**config.mk**
```make
export PLATFORM = sky130hd
export DESIGN_NAME = gamepad_change_report_filter_flat
export DESIGN_NICKNAME = d
export VERILOG_FILES = /design/src/design/gcrf_pkg.sv /design/src/design/gcrf_if.sv /design/src/design/gamepad_change_report_filter.sv /design/src/design/gcrf_ctrl.sv /design/src/design/gcrf_dpath.sv /design/src/flat_wrapper.sv
export SDC_FILE = /design/constraint.sdc
export NUM_CORES = 1
export LEC_CHECK = 0
export ABC_AREA = 1
export BUFFER_PORTS_ARGS = -buffer_cell sky130_fd_sc_hd__buf_4
export CAP_MARGIN = 25
export CORE_ASPECT_RATIO = 1.5
export CORE_MARGIN = 2
export CORE_UTILIZATION = 50
export CTS_CLUSTER_DIAMETER = 60
export DETAILED_ROUTE_END_ITERATION = 16
export PLACE_DENSITY = 0.67
export SETUP_SLACK_MARGIN = 0.2
export SYNTH_ARGS = -nofsm -noshare
export SYNTH_HDL_FRONTEND = slang
export SYNTH_SLANG_ARGS = --single-unit
```
**constraint.sdc**
```tcl
create_clock -name clk -period 7.05 [get_ports clk]
set_input_delay 0.3525 -clock clk [delete_from_list [all_inputs] [get_ports clk]]
set_output_delay 0.3525 -clock clk [all_outputs]
set_load 0.01 [all_outputs]
```
**src/design/gcrf_pkg.sv**
```systemverilog
// Shared types and constants for the gamepad change report filter.
// No dependencies; the files that use it refer to it by scoped names.
package gcrf_pkg;

	localparam int AXES      = 6;
	localparam int BUTTONS   = 10;
	localparam int NUM_EVT   = 17;
	localparam int AXIS_BASE = 10;
	localparam int EVT_W     = 5;

	localparam logic [2:0] LAST_AXIS  = 3'(AXES - 1);
	localparam logic [2:0] AXIS_LTRIG = 3'd2;
	localparam logic [2:0] AXIS_RTRIG = 3'd5;

	localparam logic [15:0] FULL_SCALE   = 16'd32767;
	localparam logic [15:0] NEG_LIMIT    = 16'h8000;
	localparam logic [15:0] IDLE_TRIGGER = 16'h8001;

	localparam logic [1:0] ACT_CONNECT    = 2'd0;
	localparam logic [1:0] ACT_DISCONNECT = 2'd1;
	localparam logic [1:0] ACT_UPDATE     = 2'd2;

	localparam logic [2:0] EV_CONNECTED    = 3'd0;
	localparam logic [2:0] EV_DISCONNECTED = 3'd1;
	localparam logic [2:0] EV_BUTTON       = 3'd2;
	localparam logic [2:0] EV_AXIS         = 3'd3;
	localparam logic [2:0] EV_HAT          = 3'd4;

	localparam int CFG_ADDR_W = 4;
	localparam logic [CFG_ADDR_W-1:0] CFG_DEADZONE  = 4'd0;
	localparam logic [CFG_ADDR_W-1:0] CFG_THRESHOLD = 4'd1;

	localparam logic [14:0] DEADZONE_RST  = 15'd0;
	localparam logic [15:0] THRESHOLD_RST = 16'd1200;

	typedef enum logic [2:0] {
		ST_IDLE,
		ST_DECIDE,
		ST_CONN_WR,
		ST_AX_RD,
		ST_AX_CMP,
		ST_EMIT
	} state_t;

	typedef struct packed {
		logic       capture;
		logic       load_conn;
		logic       load_disc;
		logic       load_upd;
		logic       conn_wr;
		logic       ax_rd;
		logic       ax_cmp;
		logic       emit;
		logic [2:0] ax_idx;
	} cmd_t;

	typedef struct packed {
		logic       pad_ok;
		logic       connected;
		logic [1:0] action;
		logic       out_free;
		logic       mask_empty;
		logic       mask_last;
	} sts_t;

endpackage

```
**src/design/gcrf_if.sv**
```systemverilog
// Channel interfaces: report input, event output and register write port.
// Depends on nothing; widths follow the field list of the block.
interface gcrf_in_if;
	logic               valid;
	logic               ready;
	logic [1:0]         action;
	logic [1:0]         pad_index;
	logic [9:0]         buttons;
	logic signed [15:0] axis_0;
	logic signed [15:0] axis_1;
	logic signed [15:0] axis_2;
	logic signed [15:0] axis_3;
	logic signed [15:0] axis_4;
	logic signed [15:0] axis_5;
	logic [3:0]         hat;

	modport source (output valid, action, pad_index, buttons, axis_0, axis_1, axis_2,
		axis_3, axis_4, axis_5, hat, input ready);
	modport sink (input valid, action, pad_index, buttons, axis_0, axis_1, axis_2,
		axis_3, axis_4, axis_5, hat, output ready);
endinterface

interface gcrf_out_if;
	logic               valid;
	logic               ready;
	logic [2:0]         event_kind;
	logic [1:0]         pad_id;
	logic [3:0]         element;
	logic signed [15:0] value;
	logic               last;

	modport source (output valid, event_kind, pad_id, element, value, last, input ready);
	modport sink (input valid, event_kind, pad_id, element, value, last, output ready);
endinterface

interface gcrf_cfg_if;
	logic        valid;
	logic        ready;
	logic [3:0]  addr;
	logic [15:0] wdata;

	modport source (output valid, addr, wdata, input ready);
	modport sink (input valid, addr, wdata, output ready);
endinterface

```
**src/design/gamepad_change_report_filter.sv**
```systemverilog
// Gamepad change report filter. A report is taken only while the sequencer is idle.
// Ignored report: decide, then idle. Connect: decide, one history write per axis, then
// the event. Disconnect: decide, then the event. Update: decode and axis compare (one
// history memory port, read then compare per axis), then one event per cycle while the
// output register is free as it drains; the next report is taken in the cycle after the
// last event is loaded. arst_n clears connections, pending events, config to defaults.
module gamepad_change_report_filter #(
	parameter int NUM_PADS = 4
) (
	input logic         clk,
	input logic         arst_n,
	gcrf_in_if.sink     in_ch,
	gcrf_out_if.source  out_ch,
	gcrf_cfg_if.sink    cfg
);

	gcrf_pkg::cmd_t cmd;
	gcrf_pkg::sts_t sts;

	assign cfg.ready = 1'b1;

	gcrf_ctrl u_ctrl (
		.clk      (clk),
		.arst_n   (arst_n),
		.in_valid (in_ch.valid),
		.sts      (sts),
		.in_ready (in_ch.ready),
		.cmd      (cmd)
	);

	gcrf_dpath #(
		.NUM_PADS (NUM_PADS)
	) u_dpath (
		.clk        (clk),
		.arst_n     (arst_n),
		.cmd        (cmd),
		.sts        (sts),
		.action     (in_ch.action),
		.pad_index  (in_ch.pad_index),
		.buttons    (in_ch.buttons),
		.axis_0     (in_ch.axis_0),
		.axis_1     (in_ch.axis_1),
		.axis_2     (in_ch.axis_2),
		.axis_3     (in_ch.axis_3),
		.axis_4     (in_ch.axis_4),
		.axis_5     (in_ch.axis_5),
		.hat        (in_ch.hat),
		.cfg_valid  (cfg.valid),
		.cfg_addr   (cfg.addr),
		.cfg_wdata  (cfg.wdata),
		.out_ready  (out_ch.ready),
		.out_valid  (out_ch.valid),
		.event_kind (out_ch.event_kind),
		.pad_id     (out_ch.pad_id),
		.element    (out_ch.element),
		.value      (out_ch.value),
		.last       (out_ch.last)
	);

endmodule

```
**src/design/gcrf_ctrl.sv**
```systemverilog
// Sequencer for the change report filter: decides, walks the axes, emits.
// Depends on gcrf_pkg for state, command and status types.
module gcrf_ctrl (
	input  logic            clk,
	input  logic            arst_n,
	input  logic            in_valid,
	input  gcrf_pkg::sts_t  sts,
	output logic            in_ready,
	output gcrf_pkg::cmd_t  cmd
);

	gcrf_pkg::state_t state_q, state_nx;
	logic [2:0]       cnt_q;

	always_comb begin
		state_nx = state_q;
		unique case (state_q)
			gcrf_pkg::ST_IDLE: begin
				if (in_valid) state_nx = gcrf_pkg::ST_DECIDE;
			end
			gcrf_pkg::ST_DECIDE: begin
				state_nx = gcrf_pkg::ST_IDLE;
				if (sts.pad_ok) begin
					unique case (sts.action)
						gcrf_pkg::ACT_CONNECT: begin
							if (!sts.connected) state_nx = gcrf_pkg::ST_CONN_WR;
						end
						gcrf_pkg::ACT_DISCONNECT: begin
							if (sts.connected) state_nx = gcrf_pkg::ST_EMIT;
						end
						gcrf_pkg::ACT_UPDATE: begin
							if (sts.connected) state_nx = gcrf_pkg::ST_AX_RD;
						end
						default: state_nx = gcrf_pkg::ST_IDLE;
					endcase
				end
			end
			gcrf_pkg::ST_CONN_WR: begin
				if (cnt_q == gcrf_pkg::LAST_AXIS) state_nx = gcrf_pkg::ST_EMIT;
			end
			gcrf_pkg::ST_AX_RD: begin
				state_nx = gcrf_pkg::ST_AX_CMP;
			end
			gcrf_pkg::ST_AX_CMP: begin
				state_nx = (cnt_q == gcrf_pkg::LAST_AXIS) ? gcrf_pkg::ST_EMIT
					: gcrf_pkg::ST_AX_RD;
			end
			gcrf_pkg::ST_EMIT: begin
				if (sts.mask_empty || (sts.out_free && sts.mask_last))
					state_nx = gcrf_pkg::ST_IDLE;
			end
			default: state_nx = gcrf_pkg::ST_IDLE;
		endcase
	end

	always_comb begin
		cmd        = '0;
		cmd.ax_idx = cnt_q;
		in_ready   = 1'b0;
		unique case (state_q)
			gcrf_pkg::ST_IDLE: begin
				in_ready    = 1'b1;
				cmd.capture = in_valid;
			end
			gcrf_pkg::ST_DECIDE: begin
				cmd.load_conn = sts.pad_ok && (sts.action == gcrf_pkg::ACT_CONNECT)
					&& !sts.connected;
				cmd.load_disc = sts.pad_ok && (sts.action == gcrf_pkg::ACT_DISCONNECT)
					&& sts.connected;
				cmd.load_upd  = sts.pad_ok && (sts.action == gcrf_pkg::ACT_UPDATE)
					&& sts.connected;
			end
			gcrf_pkg::ST_CONN_WR: cmd.conn_wr = 1'b1;
			gcrf_pkg::ST_AX_RD:   cmd.ax_rd   = 1'b1;
			gcrf_pkg::ST_AX_CMP:  cmd.ax_cmp  = 1'b1;
			gcrf_pkg::ST_EMIT:    cmd.emit    = sts.out_free && !sts.mask_empty;
			default: cmd = '0;
		endcase
	end

	always_ff @(posedge clk or negedge arst_n) begin
		if (!arst_n) begin
			state_q <= gcrf_pkg::ST_IDLE;
			cnt_q   <= '0;
		end else begin
			state_q <= state_nx;
			if (state_q == gcrf_pkg::ST_DECIDE) cnt_q <= '0;
			else if (state_q == gcrf_pkg::ST_CONN_WR || state_q == gcrf_pkg::ST_AX_CMP)
				cnt_q <= cnt_q + 3'd1;
		end
	end

endmodule

```
**src/design/gcrf_dpath.sv**
```systemverilog
// Datapath: report registers, axis scaling, per-pad history, history memory,
// pending-event mask and the event output register. Depends on gcrf_pkg.
module gcrf_dpath #(
	parameter int NUM_PADS = 4
) (
	input  logic               clk,
	input  logic               arst_n,
	input  gcrf_pkg::cmd_t     cmd,
	output gcrf_pkg::sts_t     sts,
	input  logic [1:0]         action,
	input  logic [1:0]         pad_index,
	input  logic [9:0]         buttons,
	input  logic signed [15:0] axis_0,
	input  logic signed [15:0] axis_1,
	input  logic signed [15:0] axis_2,
	input  logic signed [15:0] axis_3,
	input  logic signed [15:0] axis_4,
	input  logic signed [15:0] axis_5,
	input  logic [3:0]         hat,
	input  logic               cfg_valid,
	input  logic [3:0]         cfg_addr,
	input  logic [15:0]        cfg_wdata,
	input  logic               out_ready,
	output logic               out_valid,
	output logic [2:0]         event_kind,
	output logic [1:0]         pad_id,
	output logic [3:0]         element,
	output logic signed [15:0] value,
	output logic               last
);

	localparam int PAD_W     = (NUM_PADS > 1) ? $clog2(NUM_PADS) : 1;
	localparam int MEM_DEPTH = NUM_PADS * 8;

	function automatic logic [15:0] scale_axis(input logic [2:0] ax, input logic [15:0] raw,
		input logic [14:0] dz);
		logic [15:0] s;
		logic [15:0] t2;
		logic [15:0] mag;
		s = (raw == gcrf_pkg::NEG_LIMIT) ? gcrf_pkg::IDLE_TRIGGER : raw;
		t2 = s[15] ? 16'd0 : {s[14:0], 1'b0};
		mag = s[15] ? (16'd0 - s) : s;
		if (ax == gcrf_pkg::AXIS_LTRIG || ax == gcrf_pkg::AXIS_RTRIG)
			return t2 - gcrf_pkg::FULL_SCALE;
		return (mag < {1'b0, dz}) ? 16'd0 : s;
	endfunction

	// config
	logic [14:0] dz_q;
	logic [15:0] thr_q;

	// report
	logic [1:0]  act_q;
	logic [1:0]  pad_q;
	logic [9:0]  buttons_q;
	logic [3:0]  hat_q;
	logic [15:0] raw_q    [gcrf_pkg::AXES];
	logic [15:0] scaled_q [gcrf_pkg::AXES];

	// history
	logic [NUM_PADS-1:0] conn_q;
	logic [9:0]          sent_btn_q [NUM_PADS];
	logic [3:0]          sent_hat_q [NUM_PADS];
	logic [15:0]         hist_mem   [MEM_DEPTH];
	logic [15:0]         hist_rd_q;

	logic [gcrf_pkg::NUM_EVT-1:0] mask_q;
	logic                         out_valid_q;
	logic [2:0]                   kind_q;
	logic [1:0]                   pad_evt_q;
	logic [3:0]                   elem_q;
	logic [15:0]                  value_q;
	logic                         last_q;

	logic [PAD_W-1:0]   pad_sel;
	logic [PAD_W+2:0]   mem_addr;
	logic [15:0]        scaled_sel;
	logic signed [16:0] diff;
	logic [16:0]        diff_mag;
	logic               moved;
	logic               mem_we;
	logic [15:0]        mem_wdata;
	logic [gcrf_pkg::EVT_W-1:0] evt_idx;
	logic [gcrf_pkg::EVT_W-1:0] ax_off;
	logic [2:0]         kind_nx;
	logic [3:0]         elem_nx;
	logic [15:0]        value_nx;
	logic               pad_ok;

	assign pad_sel  = PAD_W'(pad_q);
	assign mem_addr = {pad_sel, cmd.ax_idx};
	assign pad_ok   = (32'(pad_q) < NUM_PADS);

	assign sts.pad_ok     = pad_ok;
	assign sts.connected  = pad_ok && conn_q[pad_sel];
	assign sts.action     = act_q;
	assign sts.out_free   = !out_valid_q || out_ready;
	assign sts.mask_empty = (mask_q == '0);
	assign sts.mask_last  = ((mask_q & (mask_q - 1'b1)) == '0);

	assign scaled_sel = scaled_q[cmd.ax_idx];
	assign diff       = $signed({scaled_sel[15], scaled_sel}) - $signed({hist_rd_q[15], hist_rd_q});
	assign diff_mag   = diff[16] ? 17'(-diff) : 17'(diff);
	assign moved      = diff_mag > {1'b0, thr_q};

	assign mem_we    = cmd.conn_wr || (cmd.ax_cmp && moved);
	assign mem_wdata = cmd.conn_wr
		? ((cmd.ax_idx == gcrf_pkg::AXIS_LTRIG || cmd.ax_idx == gcrf_pkg::AXIS_RTRIG)
			? gcrf_pkg::IDLE_TRIGGER : 16'd0)
		: scaled_sel;

	always_ff @(posedge clk) begin
		if (mem_we) hist_mem[mem_addr] <= mem_wdata;
		if (cmd.ax_rd) hist_rd_q <= hist_mem[mem_addr];
	end

	// lowest pending event goes first
	always_comb begin
		evt_idx = '0;
		for (int i = gcrf_pkg::NUM_EVT - 1; i >= 0; i--) begin
			if (mask_q[i]) evt_idx = gcrf_pkg::EVT_W'(i);
		end
	end

	assign ax_off = evt_idx - gcrf_pkg::EVT_W'(gcrf_pkg::AXIS_BASE);

	always_comb begin
		priority if (act_q == gcrf_pkg::ACT_CONNECT) begin
			kind_nx  = gcrf_pkg::EV_CONNECTED;
			elem_nx  = '0;
			value_nx = '0;
		end else if (act_q == gcrf_pkg::ACT_DISCONNECT) begin
			kind_nx  = gcrf_pkg::EV_DISCONNECTED;
			elem_nx  = '0;
			value_nx = '0;
		end else if (evt_idx < gcrf_pkg::EVT_W'(gcrf_pkg::AXIS_BASE)) begin
			kind_nx  = gcrf_pkg::EV_BUTTON;
			elem_nx  = evt_idx[3:0];
			value_nx = {15'd0, buttons_q[evt_idx[3:0]]};
		end else if (evt_idx == gcrf_pkg::EVT_W'(gcrf_pkg::NUM_EVT - 1)) begin
			kind_nx  = gcrf_pkg::EV_HAT;
			elem_nx  = '0;
			value_nx = {12'd0, hat_q};
		end else begin
			kind_nx  = gcrf_pkg::EV_AXIS;
			elem_nx  = 4'(ax_off);
			value_nx = scaled_q[ax_off[2:0]];
		end
	end

	always_ff @(posedge clk or negedge arst_n) begin
		if (!arst_n) begin
			dz_q        <= gcrf_pkg::DEADZONE_RST;
			thr_q       <= gcrf_pkg::THRESHOLD_RST;
			conn_q      <= '0;
			mask_q      <= '0;
			out_valid_q <= 1'b0;
		end else begin
			if (cfg_valid && cfg_addr == gcrf_pkg::CFG_DEADZONE) dz_q <= cfg_wdata[14:0];
			if (cfg_valid && cfg_addr == gcrf_pkg::CFG_THRESHOLD) thr_q <= cfg_wdata;

			if (cmd.load_conn) conn_q[pad_sel] <= 1'b1;
			if (cmd.load_disc) conn_q[pad_sel] <= 1'b0;

			if (cmd.load_conn || cmd.load_disc) begin
				mask_q <= gcrf_pkg::NUM_EVT'(1);
			end else if (cmd.load_upd) begin
				mask_q <= {(hat_q != sent_hat_q[pad_sel]), 6'd0,
					buttons_q ^ sent_btn_q[pad_sel]};
			end else if (cmd.ax_cmp && moved) begin
				mask_q[gcrf_pkg::AXIS_BASE + int'(cmd.ax_idx)] <= 1'b1;
			end else if (cmd.emit) begin
				mask_q <= mask_q & (mask_q - 1'b1);
			end

			if (cmd.emit) out_valid_q <= 1'b1;
			else if (out_ready) out_valid_q <= 1'b0;
		end
	end

	always_ff @(posedge clk) begin
		if (cmd.capture) begin
			act_q     <= action;
			pad_q     <= pad_index;
			buttons_q <= buttons;
			hat_q     <= hat;
			raw_q[0]  <= axis_0;
			raw_q[1]  <= axis_1;
			raw_q[2]  <= axis_2;
			raw_q[3]  <= axis_3;
			raw_q[4]  <= axis_4;
			raw_q[5]  <= axis_5;
		end
		if (cmd.load_conn) begin
			sent_btn_q[pad_sel] <= '0;
			sent_hat_q[pad_sel] <= '0;
		end
		if (cmd.load_upd) begin
			sent_btn_q[pad_sel] <= buttons_q;
			sent_hat_q[pad_sel] <= hat_q;
			for (int i = 0; i < gcrf_pkg::AXES; i++) begin
				scaled_q[i] <= scale_axis(3'(i), raw_q[i], dz_q);
			end
		end
		// pad is held with the beat, the next report may be captured while it waits
		if (cmd.emit) begin
			kind_q    <= kind_nx;
			pad_evt_q <= pad_q;
			elem_q    <= elem_nx;
			value_q   <= value_nx;
			last_q    <= sts.mask_last;
		end
	end

	assign out_valid  = out_valid_q;
	assign event_kind = kind_q;
	assign pad_id     = pad_evt_q;
	assign element    = elem_q;
	assign value      = $signed(value_q);
	assign last       = last_q;

endmodule

```
**src/flat_wrapper.sv**
```systemverilog
// flat-port wrapper written by rule: the top's interface ports become plain ports
module gamepad_change_report_filter_flat 
#(
	parameter int NUM_PADS = 4
)
  (clk, arst_n, in_ch_valid, in_ch_action, in_ch_pad_index, in_ch_buttons, in_ch_axis_0, in_ch_axis_1, in_ch_axis_2, in_ch_axis_3, in_ch_axis_4, in_ch_axis_5, in_ch_hat, in_ch_ready, out_ch_valid, out_ch_event_kind, out_ch_pad_id, out_ch_element, out_ch_value, out_ch_last, out_ch_ready, cfg_valid, cfg_addr, cfg_wdata, cfg_ready);
  gcrf_in_if in_ch_i ();
  gcrf_out_if out_ch_i ();
  gcrf_cfg_if cfg_i ();
  input logic clk;
  input logic arst_n;
  input wire logic [$bits(in_ch_i.valid)-1:0] in_ch_valid;
  input wire logic [$bits(in_ch_i.action)-1:0] in_ch_action;
  input wire logic [$bits(in_ch_i.pad_index)-1:0] in_ch_pad_index;
  input wire logic [$bits(in_ch_i.buttons)-1:0] in_ch_buttons;
  input wire logic [$bits(in_ch_i.axis_0)-1:0] in_ch_axis_0;
  input wire logic [$bits(in_ch_i.axis_1)-1:0] in_ch_axis_1;
  input wire logic [$bits(in_ch_i.axis_2)-1:0] in_ch_axis_2;
  input wire logic [$bits(in_ch_i.axis_3)-1:0] in_ch_axis_3;
  input wire logic [$bits(in_ch_i.axis_4)-1:0] in_ch_axis_4;
  input wire logic [$bits(in_ch_i.axis_5)-1:0] in_ch_axis_5;
  input wire logic [$bits(in_ch_i.hat)-1:0] in_ch_hat;
  output wire logic [$bits(in_ch_i.ready)-1:0] in_ch_ready;
  output wire logic [$bits(out_ch_i.valid)-1:0] out_ch_valid;
  output wire logic [$bits(out_ch_i.event_kind)-1:0] out_ch_event_kind;
  output wire logic [$bits(out_ch_i.pad_id)-1:0] out_ch_pad_id;
  output wire logic [$bits(out_ch_i.element)-1:0] out_ch_element;
  output wire logic [$bits(out_ch_i.value)-1:0] out_ch_value;
  output wire logic [$bits(out_ch_i.last)-1:0] out_ch_last;
  input wire logic [$bits(out_ch_i.ready)-1:0] out_ch_ready;
  input wire logic [$bits(cfg_i.valid)-1:0] cfg_valid;
  input wire logic [$bits(cfg_i.addr)-1:0] cfg_addr;
  input wire logic [$bits(cfg_i.wdata)-1:0] cfg_wdata;
  output wire logic [$bits(cfg_i.ready)-1:0] cfg_ready;
  assign in_ch_i.valid = in_ch_valid;
  assign in_ch_i.action = in_ch_action;
  assign in_ch_i.pad_index = in_ch_pad_index;
  assign in_ch_i.buttons = in_ch_buttons;
  assign in_ch_i.axis_0 = in_ch_axis_0;
  assign in_ch_i.axis_1 = in_ch_axis_1;
  assign in_ch_i.axis_2 = in_ch_axis_2;
  assign in_ch_i.axis_3 = in_ch_axis_3;
  assign in_ch_i.axis_4 = in_ch_axis_4;
  assign in_ch_i.axis_5 = in_ch_axis_5;
  assign in_ch_i.hat = in_ch_hat;
  assign in_ch_ready = in_ch_i.ready;
  assign out_ch_valid = out_ch_i.valid;
  assign out_ch_event_kind = out_ch_i.event_kind;
  assign out_ch_pad_id = out_ch_i.pad_id;
  assign out_ch_element = out_ch_i.element;
  assign out_ch_value = out_ch_i.value;
  assign out_ch_last = out_ch_i.last;
  assign out_ch_i.ready = out_ch_ready;
  assign cfg_i.valid = cfg_valid;
  assign cfg_i.addr = cfg_addr;
  assign cfg_i.wdata = cfg_wdata;
  assign cfg_ready = cfg_i.ready;
  gamepad_change_report_filter #(.NUM_PADS(NUM_PADS)) u_core (.clk(clk), .arst_n(arst_n), .in_ch(in_ch_i), .out_ch(out_ch_i), .cfg(cfg_i));
endmodule
```
==> out/results.tsv, run 1 <==
metric	value	unit
Nets	3834	
Initial DRC Count	2982	
Critical Path AT	6.70	ns
Reg power frac	0.373	
maxcap violations	0	
root buf cell	clkbuf_16	
clock power share	0.237	
CP max FO	12	
crit path launch type	register	
Psw	7.51	mW
Port Buffers	166	
TritonCTS Sinks	879	
Critical Path Sink Type	register	
type of the worst min-delay path	input port to register	
pwr dens	421	mW/mm^2
layout cells sized above 1	0.139	
mean routed wirelength per cell	24.4	um
area of the die	0.0800	sq mm
vias in the first global route	27100	
Syn Nets	3480	
Mean Syn Cell Area	12.0	sq um
mean number of vias per cell	5.83	
Hold Vio Cnt, Final	0	
fmax	157	MHz
Clk pin slew, worst setup/hold paths	0.07	ns
most common cell after layout, fill and taps aside	edfxtp_1	
WP data required	7.39	ns
die height	345	um
worst relative slew slack	0.274	
core box area	0.0773	sq mm
CP peak stage delay	0.43	ns
Top Ports	168	
Final setup viols	0	
Clock Skews	0.0213	ns
setup TNS	0	ns
CTS Buf Count	85	
Main synth FF type	edfxtp_1	
final slew viol count	0	
switching share of total power	0.388	
status	finished clean	
top sig layer	met4	
synth unique cells	63	
hold slack	0.0249	ns
CTS tree	yes	
kind of critical path	register to register	
first-pass GRT wire length	167000	um
Slew @ Worst Pin	1.09	ns
Pre-antenna DRT Iters	6	
area delta synth->final	18.4	%
Rows	125	
# diodes	0	
vias post-DR	27300	
die extent in x	232	um
ratio of final minimum period to clock period	0.901	
initial antenna violation count	1	
H-tree Lvls	3	
Buf+Inv Stages, Crit Path	9	
Tmin final	6.35	ns
combinational fraction of design power	0.390	
Post-DP HPWL	76900	um
sequential fraction of the synthesis area	0.671	
commonest cells after routing, fill and taps aside	818 x edfxtp_1, 371 x nand2_1, 337 x inv_1	
DRC	0	
Starting Density	0.503	
Post-synth EDFFs	818	
Post-Route M1 WL	41900	um
total gr overflow	0	
Clock Path Buffers	3	
Top cell by count, worst path	inv_1	
asr flop ratio synth	0.0671	
GRT Util Overall	0.283	
Clock Latency Late Sink	0.66	ns
routability cong.	1.01	
FF+latch count, synth	879	
DR WL met2	57000	um
largest net degree at the start of global routing	132	
post-route ant nets	0	
Synth Instances	3242	
Crit path max-delay family	simple AND/OR/NAND/NOR gates	
Syn Std Cell Area	0.0389	sq mm
Synth warnings	0	
internal power	11.9	mW
Max VDD drop	0.349	mV
slowest cell on the critical path	dfrtp_1	
RSZ-0062 raised after global routing	false	
DR WL met3	6890	um
Routed Wire Length	114000	um
Leakage	17.5	nW
## sequential cells by signal, indices dropped and copies added, names as in the netlist, 15 cells and up, named ones only
name and count:
u_core.u_dpath.value 16, u_core.u_dpath.raw_q 96, u_core.u_dpath.dz_q 15, u_core.u_dpath.hist_rd_q 16, u_core.u_dpath.mask_q 17, u_core.u_dpath.hist_mem 512
u_core.u_dpath.sent_hat_q 16, u_core.u_dpath.thr_q 16, u_core.u_dpath.scaled_q 94, u_core.u_dpath.sent_btn_q 40
## power groups by stage
stage | Combinational [mW] | Clock, mW | Sequential, mW
after floorplan | 4.70 | 0 | 7.26
after global placement | 7.14 | 0 | 7.32
after detailed placement | 7.21 | 0 | 7.32
after CTS | 7.32 | 4.64 | 7.22
after global routing | 8.30 | 4.84 | 7.26
final | 7.55 | 4.60 | 7.22
## worst paths after layout
kind,start,endpoint,slack (ns),cells past startpoint
max,u_core.u_ctrl.state_q[2],u_core.u_dpath.hist_mem[29][13],0.70,35
min,out_ch_ready,u_core.u_dpath.out_valid,0.02,4
max reg2reg,u_core.u_ctrl.state_q[2],u_core.u_dpath.hist_mem[29][13],0.70,35
min reg2reg,u_core.u_dpath.dz_q[6],u_core.u_dpath.dz_q[6],0.49,2
max in group asynchronous,arst_n,u_core.u_ctrl.cnt_q[0],6.13,2
min in group asynchronous,arst_n,u_core.u_dpath.mask_q[4],0.35,2
## per-stage QoR
| stage | instance area [sq um] | cells | worst slack [ns] | power [mW] | util |
|---|---|---|---|---|---|
| global placement | 41600 | 4372 | 0.336 | 14.5 | 0.538 |
| detailed placement | 41600 | 4372 | 0.260 | 14.5 | 0.538 |
| CTS | 45700 | 4660 | 0.244 | 19.2 | 0.591 |
| finish | 46000 | 4682 | 0.695 | 19.4 | 0.595 |
| global route | 46000 | 4682 | 0.211 | 20.4 | 0.595 |
| floorplan | 38900 | 3242 | 0.904 | 12.0 | - |
## cell families (layout without fill, tap and decap cells)
| logic type | count (synthesis) | in the layout | synth area share |
|---|---|---|---|
| other cells | 1 | 1 | 0.0000965 |
| mux | 1 | 1 | 0.000258 |
| flops | 879 | 879 | 0.671 |
| compound gates | 811 | 811 | 0.129 |
| buf+inv | 491 | 915 | 0.0496 |
| fa+ha+maj | 99 | 99 | 0.0321 |
| xor+xnor | 83 | 83 | 0.0191 |
| simple gates | 877 | 877 | 0.0982 |
## metal layers
metal  global-route usage  up-vias
met5                    0        -
met4                0.191        0
met3               0.0313      332
met2                0.482     1223
met1                0.336    13300
li1                     -    12400
## cell type report
class                      instances  area (sq um)
clock buffer                     100          2260
inverter                         359          1370
tap                             1016          1270
fill                            6087         31300
sequential                       879         26100
multi-input combinational       1872         11100
timing repair buffer             399          3430
clock inverter                    57           524
## synth_stat cells (all sizes together), types with 2 or more instances
| library cell | count | area, sq um |
|---|---|---|
| xor2 | 77 | 682 |
| edfxtp | 818 | 24600 |
| nand2 | 384 | 1500 |
| dfxtp | 2 | 40.0 |
| a221oi | 7 | 67.6 |
| a22oi | 260 | 1950 |
| nor2 | 275 | 1090 |
| o211ai | 40 | 300 |
| or2 | 17 | 106 |
| nand4 | 28 | 175 |
| dfstp | 4 | 105 |
| a21boi | 7 | 63.8 |
| o22ai | 27 | 169 |
| nor4 | 36 | 231 |
| a211oi | 3 | 22.5 |
| nand3 | 107 | 546 |
| a31oi | 6 | 37.5 |
| dfrtp | 55 | 1380 |
| nand3b | 5 | 41.3 |
| a21oi | 298 | 1520 |
| o31ai | 5 | 37.5 |
| o21ai | 139 | 707 |
| buf | 44 | 243 |
| xnor2 | 6 | 60.1 |
| a21o | 7 | 52.6 |
| o2111ai | 2 | 17.5 |
| and3 | 4 | 25.0 |
| ha | 98 | 1230 |
| o21bai | 3 | 22.5 |
| clkinv | 9 | 38.8 |
| a32o | 2 | 20.0 |
| inv | 350 | 1310 |
| nor3 | 20 | 100 |
| clkbuf | 88 | 330 |
## repair_timing
action	4_1_cts	5_1_grt
hold endpoints to repair	197	0
endpoints found under the setup margin	0	528
setup buffers	0	16
resized for setup	0	22
hold buffers	131	0
## worst min-delay path, stage by stage
cell	delay, ns
buf_4	0.09
nor2_1	0.07
inv_1	0.09
nand2_1	0.05
No activity file was read; power rests on OpenSTA's default activity.
==> run 2, diff against run 1 <==
--- a/config.mk
+++ b/config.mk
@@ -5,7 +5,6 @@
 export SDC_FILE = /design/constraint.sdc
 export NUM_CORES = 1
 export LEC_CHECK = 0
-export ABC_AREA = 1
 export BUFFER_PORTS_ARGS = -buffer_cell sky130_fd_sc_hd__buf_4
 export CAP_MARGIN = 25
 export CORE_ASPECT_RATIO = 1.5
==> constraint.sdc (replaced) <==
create_clock -name clk -period 6.4 [get_ports clk]
set_input_delay 0.32 -clock clk [delete_from_list [all_inputs] [get_ports clk]]
set_output_delay 0.32 -clock clk [all_outputs]
set_load 0.01 [all_outputs]
==> run 2 against run 1 <==
Clock power up 8.5%; die area up 1.3%; global-route usage up 0.31 points; via count down 3.5%; area after synthesis up 1.3%; non-clock buffer count up 50; worst hold slack better by 0.062 ns; sequential share of layout area down 2.4 points; largest cell class unchanged.
==> out/results.tsv, run 2 <==
metric	value	unit
Final setup viols	0	
worst relative slew slack	0.306	
Initial DRC Count	2234	
initial antenna violation count	0	
asr flop ratio synth	0.0671	
largest registers	u_core.u_dpath.hist_mem (512), u_core.u_dpath.raw_q (96), u_core.u_dpath.scaled_q (94)	
type of the worst min-delay path	input port to register	
Synth warnings	0	
Routed Wire Length	117000	um
Slew @ Worst Pin	1.04	ns
kind of critical path	register to register	
largest cells by area after synthesis	edfxtp_1 62%, mux2i_1 4.3%, dfrtp_1 3.5%, ha_1 3.1%, a221oi_1 2.9%	
Syn Nets	3067	
mean number of vias per cell	6.14	
Post-DP HPWL	79200	um
Post-synth EDFFs	818	
filler instances	5762	
vias in the first global route	26600	
routability cong.	0.958	
die extent in x	233	um
crit path launch type	register	
total gr overflow	0	
max FFs per register	512	
CP max FO	8	
area leader, netlist	edfxtp_1	
Critical Path Sink Type	register	
pwr dens	483	mW/mm^2
DP Worst Slack	-0.0452	ns
core box area	0.0784	sq mm
Top Ports	168	
fmax	162	MHz
Nets	3445	
synth unique cells	95	
TritonCTS Sinks	879	
sequential fraction of the synthesis area	0.663	
Commonest cells post-synth	818 x edfxtp_1, 232 x nor2_1, 171 x mux2i_1	
largest net degree at the start of global routing	133	
GRT Util Overall	0.286	
vias post-DR	26400	
Layout Cells excl Fill	4295	
Final Worst Setup Slack	0.231	ns
final slew viol count	0	
Leakage	17.0	nW
Synth Instances	2829	
Pre-antenna DRT Iters	6	
post-route ant nets	0	
Finished Core Util	0.614	
area delta synth->final	22.2	%
Syn Std Cell Area	0.0394	sq mm
Critical Path AT	6.54	ns
DRC	0	
CTS Buf Count	83	
status	finished clean	
Clock Path Buffers	3	
root buf cell	clkbuf_16	
Starting Density	0.502	
layout cells sized above 1	0.204	
H-tree Lvls	3	
Main synth FF type	edfxtp_1	
Biggest register	u_core.u_dpath.hist_mem	
Clock Skews	0.0294	ns
most common cell after layout, fill and taps aside	edfxtp_1	
commonest cells after routing, fill and taps aside	818 x edfxtp_1, 261 x buf_4, 225 x nor2_1	
Clock Latency Late Sink	0.66	ns
Tmin final	6.17	ns
maxcap violations	0	
WP data required	6.77	ns
FF+latch count, synth	879	
# diodes	0	
design area	0.0481	sq mm
CTS tree	yes	
Hold Vio Cnt, Final	0	
RSZ-0062 raised after global routing	true	
Max VDD drop	0.469	mV
area of the die	0.0810	sq mm
Mean Syn Cell Area	13.9	sq um
CP peak stage delay	0.56	ns
die height	348	um
Placed Cells	3981	
Port Buffers	166	
ratio of final minimum period to clock period	0.964	
mean routed wirelength per cell	27.1	um
Rows	126	
most common cell in the netlist	edfxtp_1	
setup TNS	0	ns
Placement Cell Area	0.0430	sq mm
top cell type's share of synthesized area	0.624	
slowest cell on the critical path	or4b_4	
first-pass GRT wire length	170000	um
Clk pin slew, worst setup/hold paths	0.07	ns
## run 2: cell types whose count changed after synthesis, sizes merged, moves of 75 or more
cell / before / now
a21oi: 298 / 69
a221oi: 7 / 133
a22oi: 260 / 1
inv: 350 / 78
mux2i: 1 / 171
nand2: 384 / 153
xnor2: 6 / 81
## run 2: stage by stage
stage / hold slack (ns) / power, mW
global placement: 0.440 / 17.1
floorplan: 0.0244 / 13.9
detailed placement: 0.450 / 17.2
global route: 0.0891 / 24.2
CTS: 0.0501 / 22.5
finish: 0.0870 / 23.2
## run 2: cell families (layout without fill, tap and decap cells)
logic type,Yosys count,in the layout,synth area share
AO/OA/AOI/OAI,584,584,0.106
XOR/XNOR,90,90,0.0200
adder cells (fa/ha/maj),100,100,0.0319
buffers and inverters,235,677,0.0233
flip-flops,879,879,0.663
multiplexers,232,232,0.0655
other,1,1,0.0000953
AND/OR/NAND/NOR,708,708,0.0905
## run 2: worst paths after layout
check	cells past startpoint	to	slack (ns)	start
setup reg to reg	28	u_core.u_dpath.hist_mem[10][15]	0.23	u_core.u_ctrl.cnt_q[0]
setup / recovery	28	u_core.u_dpath.hist_mem[10][15]	0.23	u_core.u_ctrl.cnt_q[0]
hold / removal	2	u_core.u_dpath.act_q[0]	0.09	in_ch_valid
hold reg to reg	2	u_core.u_dpath.conn_q[0]	0.49	u_core.u_dpath.conn_q[0]
max in group asynchronous	2	u_core.u_ctrl.cnt_q[0]	5.44	arst_n
min in group asynchronous	2	u_core.u_dpath.mask_q[2]	0.32	arst_n
## run 2: where the power goes
group	internal, mW	switching [mW]
logic	3.76	6.36
registers	7.66	0.426
clock network	2.82	2.17
total	14.3	8.95
## run 2: final cells by class
type	count	area, sq um	area share
flip-flops and latches	879	26100	0.543
clock buffers	105	2230	0.0464
well taps	1024	1280	0.0267
repair buffers	449	4330	0.0901
inverters	79	302	0.00627
multi-input cells	1715	13300	0.277
clock inverters	44	508	0.0106
## run 2: worst max-delay path, delay by kind of cell (launching register included)
family          cells  cell delay (ns)
compound gates     10             2.07
xor+xnor            1             0.06
fa+ha+maj           2             0.57
buf+inv             4             0.63
flops               1             0.50
simple gates       11             2.04
## run 2: per-layer routing
metal / wire length [um] / vias to the layer above / global-route usage / part of all wire
li1: - / 11700 / - / -
met1: 42000 / 13200 / 0.327 / 0.36
met2: 59400 / 1159 / 0.500 / 0.51
met3: 6520 / 318 / 0.0364 / 0.056
met4: 8540 / 0 / 0.186 / 0.073
met5: 0 / - / 0 / 0
## run 2: repair_timing
| item | CTS | global route |
|---|---|---|
| pin swaps | 14 | 42 |
| hold endpoints to repair | 203 | 0 |
| gates resized for setup | 15 | 103 |
| setup endpoints to repair | 512 | 521 |
| cloned | 1 | 1 |
| hold buffers | 132 | 0 |
| setup buffers | 11 | 17 |
